## config.mk

```make
export PLATFORM = sky130hd
export DESIGN_NAME = lags_row_step
export DESIGN_NICKNAME = d
export VERILOG_FILES = /design/src/hw/rtl/lags_pkg.sv /design/src/hw/rtl/lags_row_step.sv
export SDC_FILE = /design/constraint.sdc
export NUM_CORES = 1
export LEC_CHECK = 0
export CAP_MARGIN = 20
export CORE_UTILIZATION = 45
export DETAILED_ROUTE_END_ITERATION = 16
export DONT_BUFFER_PORTS = 1
export PLACE_DENSITY = 0.67
export SYNTH_ARGS = -nofsm -noshare
export SYNTH_HDL_FRONTEND = slang
export SYNTH_SLANG_ARGS = --single-unit
```

## constraint.sdc

```tcl
create_clock -name vclk -period 6.5
set_clock_uncertainty 0.2 [all_clocks]
set_input_delay 0.975 -clock vclk [all_inputs]
set_output_delay 0.975 -clock vclk [all_outputs]
set_load 0.02 [all_outputs]
```

## src/hw/rtl/lags_pkg.sv

```systemverilog
// Shared types and constants for the life automaton grid stepper.
package lags_pkg;

	localparam logic [6:0] SIZE_MIN   = 7'd3;
	localparam logic [6:0] SIZE_RESET = 7'd64;
	localparam logic [3:0] LIVE_KEEP  = 4'd2;
	localparam logic [3:0] LIVE_BIRTH = 4'd3;

	localparam logic REG_GRID_WIDTH  = 1'b0;
	localparam logic REG_GRID_HEIGHT = 1'b1;

	typedef enum logic [2:0] {
		CMD_WRITE  = 3'd0,
		CMD_TOGGLE = 3'd1,
		CMD_CLEAR  = 3'd2,
		CMD_STEP   = 3'd3,
		CMD_READ   = 3'd4
	} cmd_t;

	typedef enum logic [2:0] {
		ST_INIT,
		ST_IDLE,
		ST_CELL,
		ST_CLEAR,
		ST_STEP,
		ST_DONE
	} state_t;

	typedef struct packed {
		logic [2:0] command;
		logic [5:0] cell_column;
		logic [5:0] cell_row;
		logic       write_value;
	} in_t;

	typedef struct packed {
		logic cell_alive;
		logic coord_error;
	} out_t;

endpackage

```

## src/hw/rtl/lags_row_step.sv

```systemverilog
// Next-generation logic for one grid row from the rows above, at and below it.
module lags_row_step import lags_pkg::*; #(
	parameter int MAX_WIDTH = 64
) (
	input  logic [MAX_WIDTH-1:0] up,
	input  logic [MAX_WIDTH-1:0] mid,
	input  logic [MAX_WIDTH-1:0] down,
	input  logic [6:0]           w_use,
	input  logic                 border_row,
	output logic [MAX_WIDTH-1:0] row_next
);

	logic [MAX_WIDTH+1:0] up_p;
	logic [MAX_WIDTH+1:0] mid_p;
	logic [MAX_WIDTH+1:0] down_p;

	assign up_p   = {1'b0, up, 1'b0};
	assign mid_p  = {1'b0, mid, 1'b0};
	assign down_p = {1'b0, down, 1'b0};

	always_comb begin
		logic [3:0] cnt;
		logic       in_use;
		logic       col_edge;
		row_next = mid;
		for (int c = 0; c < MAX_WIDTH; c++) begin
			cnt = 4'(up_p[c]) + 4'(up_p[c+1]) + 4'(up_p[c+2])
				+ 4'(mid_p[c]) + 4'(mid_p[c+2])
				+ 4'(down_p[c]) + 4'(down_p[c+1]) + 4'(down_p[c+2]);
			in_use   = 32'(c) < 32'(w_use);
			col_edge = (c == 0) || (32'(c + 1) == 32'(w_use));
			if (!in_use) begin
				row_next[c] = mid[c];
			end else if (border_row || col_edge) begin
				row_next[c] = 1'b0;
			end else begin
				case (cnt)
					LIVE_KEEP:  row_next[c] = mid[c];
					LIVE_BIRTH: row_next[c] = 1'b1;
					default:    row_next[c] = 1'b0;
				endcase
			end
		end
	end

endmodule

```

==> results of run 1 <==
[cells in the final DEF, fill, tap and decap left out, types with 4 or more instances in the layout]
master | Yosys | layout
sky130_fd_sc_hd__nor2b_1 | 11 | 11
sky130_fd_sc_hd__nand3_1 | 52 | 52
sky130_fd_sc_hd__o21ai_0 | 31 | 31
sky130_fd_sc_hd__buf_4 | 7 | 10
sky130_fd_sc_hd__mux2i_1 | 5 | 5
sky130_fd_sc_hd__or2_2 | 20 | 20
sky130_fd_sc_hd__inv_1 | 446 | 446
sky130_fd_sc_hd__o21a_1 | 14 | 14
sky130_fd_sc_hd__a221oi_1 | 13 | 13
sky130_fd_sc_hd__and2_1 | 6 | 6
sky130_fd_sc_hd__nor2_1 | 42 | 42
sky130_fd_sc_hd__nor3_2 | 1 | 4
sky130_fd_sc_hd__ha_1 | 187 | 187
sky130_fd_sc_hd__o41ai_1 | 4 | 4
sky130_fd_sc_hd__nand2b_1 | 5 | 5
sky130_fd_sc_hd__a21oi_1 | 121 | 121
sky130_fd_sc_hd__o2111ai_1 | 12 | 12
sky130_fd_sc_hd__and3_1 | 17 | 17
sky130_fd_sc_hd__fa_1 | 250 | 250
sky130_fd_sc_hd__o221ai_1 | 5 | 5
sky130_fd_sc_hd__a31oi_1 | 4 | 4
sky130_fd_sc_hd__a31o_2 | 7 | 7
sky130_fd_sc_hd__o31ai_1 | 7 | 7
sky130_fd_sc_hd__mux2_2 | 8 | 8
sky130_fd_sc_hd__o211ai_1 | 38 | 38
sky130_fd_sc_hd__nand2_1 | 25 | 25
sky130_fd_sc_hd__nor3_1 | 8 | 5
[layer usage]
metal / global-route usage (%) / wire length (um) / vias up
met4: 3.80 / 609 / 0
li1: - / - / 4607
met5: 0 / 0 / -
met1: 31.8 / 14500 / 4827
met2: 45.7 / 17600 / 326
met3: 5.40 / 2860 / 27
[layout make-up]
cell class         instances  area [um2]  area share (%)
diodes                     1        2.50          0.0194
repair buffers            10        75.1           0.582
multi-input cells        963       10700            82.8
well taps                372         465            3.61
inverters                447        1680            13.0
[cells by family (layout without fill, tap and decap cells)]
| kind of cell | Yosys count | after routing | synth area share (%) |
|---|---|---|---|
| mux | 16 | 16 | 1.39 |
| fa+ha+maj | 437 | 437 | 58.5 |
| buf+inv | 479 | 457 | 15.1 |
| simple gates | 216 | 216 | 9.60 |
| compound gates | 294 | 294 | 15.4 |
| other cells | 0 | 1 | 0 |
[worst max-delay path by stage]
stage | cells past startpoint | to | slack, ps
floorplan | 9 | row_next[33] | 1200
global placement | 10 | row_next[46] | 1180
detailed placement | 10 | row_next[46] | 1160
CTS | 10 | row_next[46] | 1140
global route | 10 | row_next[7] | 1010
finish | 10 | row_next[46] | 1150
[report_power, final]
group | internal (mW) | switching (mW) | total, mW
combinational | 0.807 | 1.08 | 1.89
sequential | 0 | 0 | 0
clock | 0.0000000147 | 0 | 0.0000000147
==> reports/metrics.csv, run 1 <==
metric,value,unit
transition time of the tightest slew-check pin,1040,ps
non-filler instance count after layout,1793,
area of the placeable core,0.0272,mm2
Post-layout nets,2059,
setup bufs post-CTS,0,
Slew HR,30.5,%
Peak supply drop,0.0000691,V
floorplan die height,169,um
final worst slack,1150,ps
run status,"complete, no violations",
vias post-DR,9787,
cell count after placement,1792,
Die Outline Area,0.0286,mm2
Resize count post-CTS,0,
top-count cell post-synth,sky130_fd_sc_hd__inv_1,
delay contributed by the slowest stage of the critical path,550,ps
Final Hold Viols,0,
pwr/cell area,147,mW/mm2
most used cell along the critical path,sky130_fd_sc_hd__fa_1,
Pwr Total,1.89,mW
worst hold path type,in -> out,
number of clock-tree buffers in the layout,0,
Max Clock Freq,187,MHz
Leak,6.77,nW
Critical Path AT,4170,ps
unique cell type count in the Yosys netlist,77,
synthesized area per cell,8.70,um2
fraction of layout cells with a size suffix above 1,4.86,%
largest cells by area after synthesis,"sky130_fd_sc_hd__fa_1, sky130_fd_sc_hd__ha_1, sky130_fd_sc_hd__inv_1, sky130_fd_sc_hd__a21oi_1, sky130_fd_sc_hd__o211ai_1",
"Seq/Total Area, Yosys",0,%
endpoint of the worst hold-timing path,row_next[63],
initial core utilization,46.2,%
Synth Net Count,2079,
Buffers on Ports,0,
number of antenna violations at the first check in global routing,1,
TritonRoute pass-1 iters,5,
most used standard cells in the synthesized netlist,"sky130_fd_sc_hd__inv_1, sky130_fd_sc_hd__fa_1, sky130_fd_sc_hd__ha_1",
width of the chip,169,um
ordered list of cells on the worst path,inv_1 -> fa_1 -> fa_1 -> fa_1 -> inv_1 -> ha_1 -> fa_1 -> or2_2 -> a221o_1 -> mux2i_1,
remaining routing DRC violations,0,
Ports,264,
count of routing violations after the opening detailed-route iteration,435,
Seq. cell area,0,um2
Cells on Worst Hold Path,1,
row count,60,
Detail Route Antenna Nets,0,
number of setup violations in the final report,0,
global-route usage over all layers,25.4,%
CTS Hold Buffers Added,0,
routed via count divided by cell count,5.46,
Final Cycle Share,82.2,%
Area growth syn-to-layout,2.73,%
post-route worst hold slack,1920,ps
setup tns final,0,ps
critical path launch point,up[45],
gate count of the mapped netlist,1442,
maximum fanout along the worst path,2,
final standard cell area without fillers,0.0129,mm2
area share of the largest cell type after synthesis,39.9,%
Routed WL,35600,um
count of final max-slew check failures,0,
endpoint kind of the worst setup timing path,output pin,
CP max-delay cell,sky130_fd_sc_hd__fa_1,
critical path type,in -> out,
maximum number of pins on one net before global-route repair,35,
synth warn,0,
RD Place Congestion,0.908,
global route total overflow,0,
worst path bufs/invs,2,
final design utilization,47.4,%
vias in the first global route,10500,
Worst Setup Slack post-DPL,1160,ps
final critical delay including setup and external delays,5350,ps
number of sequential storage elements,0,
Worst setup SP type,primary input,
Hold Path Origin,w_use[6],
cell type contributing the most total cell area after synthesis,sky130_fd_sc_hd__fa_1,
post-DR wirelength/cell,19.8,um
Post-DP HPWL,31200,um
total of max-cap violations,0,
gate family responsible for the most delay along the worst path,adder cells,
number of fillers in the final layout,2695,
RSZ-0062 raised after global routing,no,
area of the mapped netlist,0.0125,mm2
cell area reported after detailed placement,0.0129,mm2
data required time of the worst path,5320,ps
wire length of the first global-routing pass,56300,um
Power figures use the tool's default switching activity.
==> run 2, diff against run 1 <==
Settings changed: ABC_AREA from default to 1.
Clock period 6.5 ns to 5.15 ns, I/O delays scaled along.
==> reports/metrics.csv, run 2 <==
metric,value,unit,change
worst hold path type,in -> out,,unchanged
Buffers on Ports,0,,unchanged
wire length of the first global-routing pass,60600,um,was 56300 um
"most common cell after layout, fill and taps aside",sky130_fd_sc_hd__inv_1,,unchanged
width of the chip,174,um,was 169 um
setup tns final,0,ps,unchanged
pwr/cell area,182,mW/mm2,was 147 mW/mm2
floorplan die height,174,um,was 169 um
total inserted antenna cells,0,,was 1
RSZ-0062 raised after global routing,no,,unchanged
Critical Path AT,3690,ps,was 4170 ps
synthesized area per cell,7.14,um2,was 8.70 um2
number of setup violations in the final report,0,,unchanged
number of antenna violations at the first check in global routing,1,,unchanged
CTS Hold Buffers Added,0,,unchanged
vias in the first global route,11800,,was 10.5k
unique cell type count in the Yosys netlist,31,,was 77
"Seq/Total Area, Yosys",0,%,unchanged
Detail Route Antenna Nets,0,,unchanged
Routed WL,37200,um,was 35600 um
count of final max-slew check failures,0,,unchanged
area of the mapped netlist,0.0133,mm2,was 0.0125 mm2
Synth Net Count,2498,,was 2079
routed via count divided by cell count,5.00,,was 5.46
Leak,7.75,nW,was 6.77 nW
Worst Setup Slack post-DPL,478,ps,was 1160 ps
run status,"complete, no violations",,unchanged
maximum number of pins on one net before global-route repair,35,,unchanged
Post-layout nets,2493,,was 2059
Post-DP HPWL,33700,um,was 31200 um
Cells on Worst Hold Path,2,,was 1
most used cell along the critical path,sky130_fd_sc_hd__fa_1,,unchanged
Die Outline Area,0.0302,mm2,was 0.0286 mm2
data required time of the worst path,4180,ps,was 5320 ps
critical path type,in -> out,,unchanged
Seq. cell area,0,um2,unchanged
maximum fanout along the worst path,2,,unchanged
TritonRoute pass-1 iters,6,,was 5
transition time of the tightest slew-check pin,902,ps,was 1040 ps
CP max-delay cell,sky130_fd_sc_hd__fa_1,,unchanged
gate count of the mapped netlist,1861,,was 1442
top-count cell post-synth,sky130_fd_sc_hd__inv_1,,unchanged
final critical delay including setup and external delays,4660,ps,
Resize count post-CTS,0,,unchanged
area share of the largest cell type after synthesis,37.7,%,was 39.9%
Max Clock Freq,215,MHz,
number of fillers in the final layout,2962,,was 2695
synth warn,0,,unchanged
global-route usage over all layers,25.2,%,was 25.4%
total of max-cap violations,0,,unchanged
ordered list of cells on the worst path,inv_1 -> fa_1 -> fa_1 -> fa_1 -> inv_1 -> ha_1 -> fa_1 -> or2_2 -> nand2_1 -> nand2_1 -> o21ai_1 -> buf_4,,was inv_1 -> fa_1 -> fa_1 -> fa_1 -> inv_1 -> ha_1 -> fa_1 -> or2_2 -> a221o_1 -> mux2i_1
post-DR wirelength/cell,16.6,um,was 19.8 um
Final Cycle Share,90.5,%,
remaining routing DRC violations,0,,unchanged
global route total overflow,0,,unchanged
vias post-DR,11200,,was 9787
"leading cell types in the layout, fill and taps excluded","sky130_fd_sc_hd__inv_1, sky130_fd_sc_hd__nand2_1, sky130_fd_sc_hd__fa_1",,"was sky130_fd_sc_hd__inv_1, sky130_fd_sc_hd__fa_1, sky130_fd_sc_hd__ha_1"
fraction of layout cells with a size suffix above 1,3.07,%,was 4.86%
Peak supply drop,0.0000836,V,was 0.0000691 V
setup bufs post-CTS,0,,unchanged
delay contributed by the slowest stage of the critical path,560,ps,was 550 ps
Ports,264,,unchanged
Worst setup SP type,primary input,,unchanged
cell type contributing the most total cell area after synthesis,sky130_fd_sc_hd__fa_1,,unchanged
Slew HR,39.9,%,was 30.5%
final worst slack,492,ps,was 1150 ps
number of clock-tree buffers in the layout,0,,unchanged
most used standard cells in the synthesized netlist,"sky130_fd_sc_hd__inv_1, sky130_fd_sc_hd__nand2_1, sky130_fd_sc_hd__fa_1",,"was sky130_fd_sc_hd__inv_1, sky130_fd_sc_hd__fa_1, sky130_fd_sc_hd__ha_1"
area of the placeable core,0.0289,mm2,was 0.0272 mm2
Final Hold Viols,0,,unchanged
RD Place Congestion,0.901,,was 0.908
Area growth syn-to-layout,3.47,%,was 2.73%
initial core utilization,46.0,%,was 46.2%
number of sequential storage elements,0,,unchanged
row count,62,,was 60
largest cells by area after synthesis,"sky130_fd_sc_hd__fa_1, sky130_fd_sc_hd__ha_1, sky130_fd_sc_hd__inv_1, sky130_fd_sc_hd__nand2_1, sky130_fd_sc_hd__nor2_1",,"was sky130_fd_sc_hd__fa_1, sky130_fd_sc_hd__ha_1, sky130_fd_sc_hd__inv_1, sky130_fd_sc_hd__a21oi_1, sky130_fd_sc_hd__o211ai_1"
count of routing violations after the opening detailed-route iteration,489,,was 435
endpoint kind of the worst setup timing path,output pin,,unchanged
==> run 2: stage by stage <==
step           utilization [%]  hold slack (ps)  power, mW  instance area [um2]  cells
6_report                  47.6             1530       2.50                13700   2238
5_1_grt                   47.6             1520       2.95                13700   2238
2_1_floorplan                -             1510       1.98                13300   1861
4_1_cts                   47.6             1520       2.53                13700   2238
3_3_place_gp              47.6             1520       2.38                13700   2238
3_5_place_dp              47.6             1520       2.51                13700   2238
==> run 2: logic make-up (layout without fill, tap and decap cells) <==
group	count (synthesis)	after routing	synth area share (%)
adders and majority gates	437	437	55.3
AOI/OAI and AO/OA	106	106	4.15
buffers and inverters	560	553	16.2
and+or+nand+nor	758	758	24.3
==> run 2: path summary, 6_finish.rpt <==
kind                     from      endpoint
worst max-delay path   up[34]  row_next[35]
worst min-delay path  mid[16]  row_next[16]
==> run 2: power by group <==
part,internal [mW],leakage (nW),total [mW],switching [mW]
Clock,0,0,0,0
Combinational,1.02,7.75,2.50,1.48
Sequential,0,0,0,0
Total,1.02,7.75,2.50,1.48
==> run 2: layout make-up <==
class | count | area [um2] | area share (%)
inverter | 538 | 2020 | 14.7
multi-input combinational | 1301 | 11100 | 81.0
timing repair buffer | 15 | 113 | 0.819
tap | 384 | 480 | 3.50
==> run 2: critical path, delay by kind of cell <==
kind	cells	cell delay [ps]
AO/OA/AOI/OAI	1	140
adder cells (fa/ha/maj)	5	2070
buffers and inverters	3	280
AND/OR/NAND/NOR	3	420
==> run 2: routing by layer <==
metal  routed length (um)  track usage, %  vias to the layer above
met5                    0               0                        -
met4                 1270            7.27                        0
met3                 2850            5.50                       60
met2                17700            43.2                      313
met1                15400            31.8                     5275
li1                     -               -                     5537
==> run 3, diff against run 2 <==
Settings changed: GPL_TIMING_DRIVEN from default to 0.
==> reports/metrics.csv, run 3 (synthesis results as in run 2) <==
metric,value,unit,change
critical path type,in -> out,,unchanged
Peak supply drop,0.0000811,V,was 0.0000836 V
global-route usage over all layers,25.2,%,about the same
remaining routing DRC violations,0,,unchanged
cell area reported after detailed placement,0.0138,mm2,was 0.0137 mm2
wire length of the first global-routing pass,59700,um,was 60600 um
Routed WL,37700,um,was 37200 um
Ports,264,,unchanged
Area growth syn-to-layout,3.69,%,was 3.47%
final worst slack,358,ps,was 492 ps
destination of the critical timing path,row_next[57],,was row_next[35]
Final Hold Viols,0,,unchanged
run status,"complete, no violations",,unchanged
Detail Route Antenna Nets,0,,unchanged
routed via count divided by cell count,5.05,,was 5.00
setup tns final,0,ps,unchanged
Post-layout nets,2501,,was 2493
total of max-cap violations,0,,unchanged
post-route worst hold slack,1520,ps,was 1530 ps
width of the chip,174,um,unchanged
row count,62,,unchanged
count of final max-slew check failures,0,,unchanged
pwr/cell area,181,mW/mm2,was 182 mW/mm2
"most common cell after layout, fill and taps aside",sky130_fd_sc_hd__inv_1,,unchanged
endpoint kind of the worst setup timing path,output pin,,unchanged
critical path launch point,up[56],,was up[34]
TritonRoute pass-1 iters,7,,was 6
Hold Path Origin,mid[22],,was mid[16]
"leading cell types in the layout, fill and taps excluded","sky130_fd_sc_hd__inv_1, sky130_fd_sc_hd__nand2_1, sky130_fd_sc_hd__fa_1",,unchanged
final critical delay including setup and external delays,4790,ps,was 4660 ps
final standard cell area without fillers,0.0138,mm2,was 0.0137 mm2
number of setup violations in the final report,0,,unchanged
post-DR wirelength/cell,16.8,um,was 16.6 um
Max Clock Freq,209,MHz,was 215 MHz
CTS Hold Buffers Added,0,,unchanged
number of sequential storage elements,0,,unchanged
non-filler instance count after layout,2248,,was 2238
Cells on Worst Hold Path,2,,unchanged
RSZ-0062 raised after global routing,no,,unchanged
Slew HR,36.3,%,was 39.9%
Post-DP HPWL,34300,um,was 33700 um
floorplan die height,174,um,unchanged
count of routing violations after the opening detailed-route iteration,745,,was 489
transition time of the tightest slew-check pin,956,ps,was 902 ps
maximum number of pins on one net before global-route repair,11,,was 35
data required time of the worst path,4180,ps,about the same
Final Cycle Share,93.0,%,was 90.5%
Resize count post-CTS,0,,unchanged
Worst Setup Slack post-DPL,350,ps,was 478 ps
Critical Path AT,3820,ps,was 3690 ps
area of the placeable core,0.0289,mm2,unchanged
Buffers on Ports,0,,unchanged
number of clock-tree buffers in the layout,0,,unchanged
maximum fanout along the worst path,2,,unchanged
Worst setup SP type,primary input,,unchanged
initial core utilization,46.0,%,unchanged
vias post-DR,11400,,was 11.2k
Die Outline Area,0.0302,mm2,unchanged
vias in the first global route,11700,,was 11.8k
Leak,7.77,nW,was 7.75 nW
Seq. cell area,0,um2,unchanged
cell count after placement,2246,,was 2238
global route total overflow,0,,unchanged
RD Place Congestion,0.945,,was 0.901
fraction of layout cells with a size suffix above 1,3.28,%,was 3.07%
worst hold path type,in -> out,,unchanged
number of antenna violations at the first check in global routing,2,,was 1
setup bufs post-CTS,0,,unchanged
run 3: layer usage:
layer / wire, um / part of all wire, % / GRT usage (%)
met5: 0 / 0 / 0
met4: 1180 / 3.1 / 6.91
met3: 2770 / 7.4 / 4.63
met2: 18100 / 48 / 44.0
met1: 15600 / 41 / 31.7
run 3: where the power goes:
part / total [mW] / switching (mW) / internal, mW
clock: 0.0000000520 / 0 / 0.0000000520
combinational: 2.49 / 1.50 / 0.996
sequential: 0 / 0 / 0
run 3: worst min path at each step:
stage | slack, ps | endpoint
floorplan | 1510 | row_next[0]
global placement | 1520 | row_next[22]
detailed placement | 1520 | row_next[16]
CTS | 1520 | row_next[22]
global route | 1530 | row_next[45]
finish | 1520 | row_next[22]
run 3: area by class of cell:
cell class / instances / area, um2
Multi-Input combinational cell: 1301 / 11100
Inverter: 538 / 2020
Buffer: 22 / 133
Fill cell: 2944 / 15100
Tap cell: 384 / 480
Timing Repair Buffer: 1 / 5.00
Antenna cell: 2 / 5.00
run 3: critical path, cell delays in order:
cell	delay [ps]
sky130_fd_sc_hd__inv_1	60
sky130_fd_sc_hd__fa_1	560
sky130_fd_sc_hd__fa_1	440
sky130_fd_sc_hd__fa_1	510
sky130_fd_sc_hd__inv_1	50
sky130_fd_sc_hd__ha_1	210
sky130_fd_sc_hd__fa_1	390
sky130_fd_sc_hd__or2_2	300
sky130_fd_sc_hd__nand2_1	70
sky130_fd_sc_hd__nand2_1	40
sky130_fd_sc_hd__o21ai_1	410
run 3: through the flow:
step	util, %	total power, mW
floorplan	-	1.98
global placement	47.7	2.36
detailed placement	47.7	2.50
CTS	47.7	2.51
global route	47.7	2.94
finish	47.7	2.49
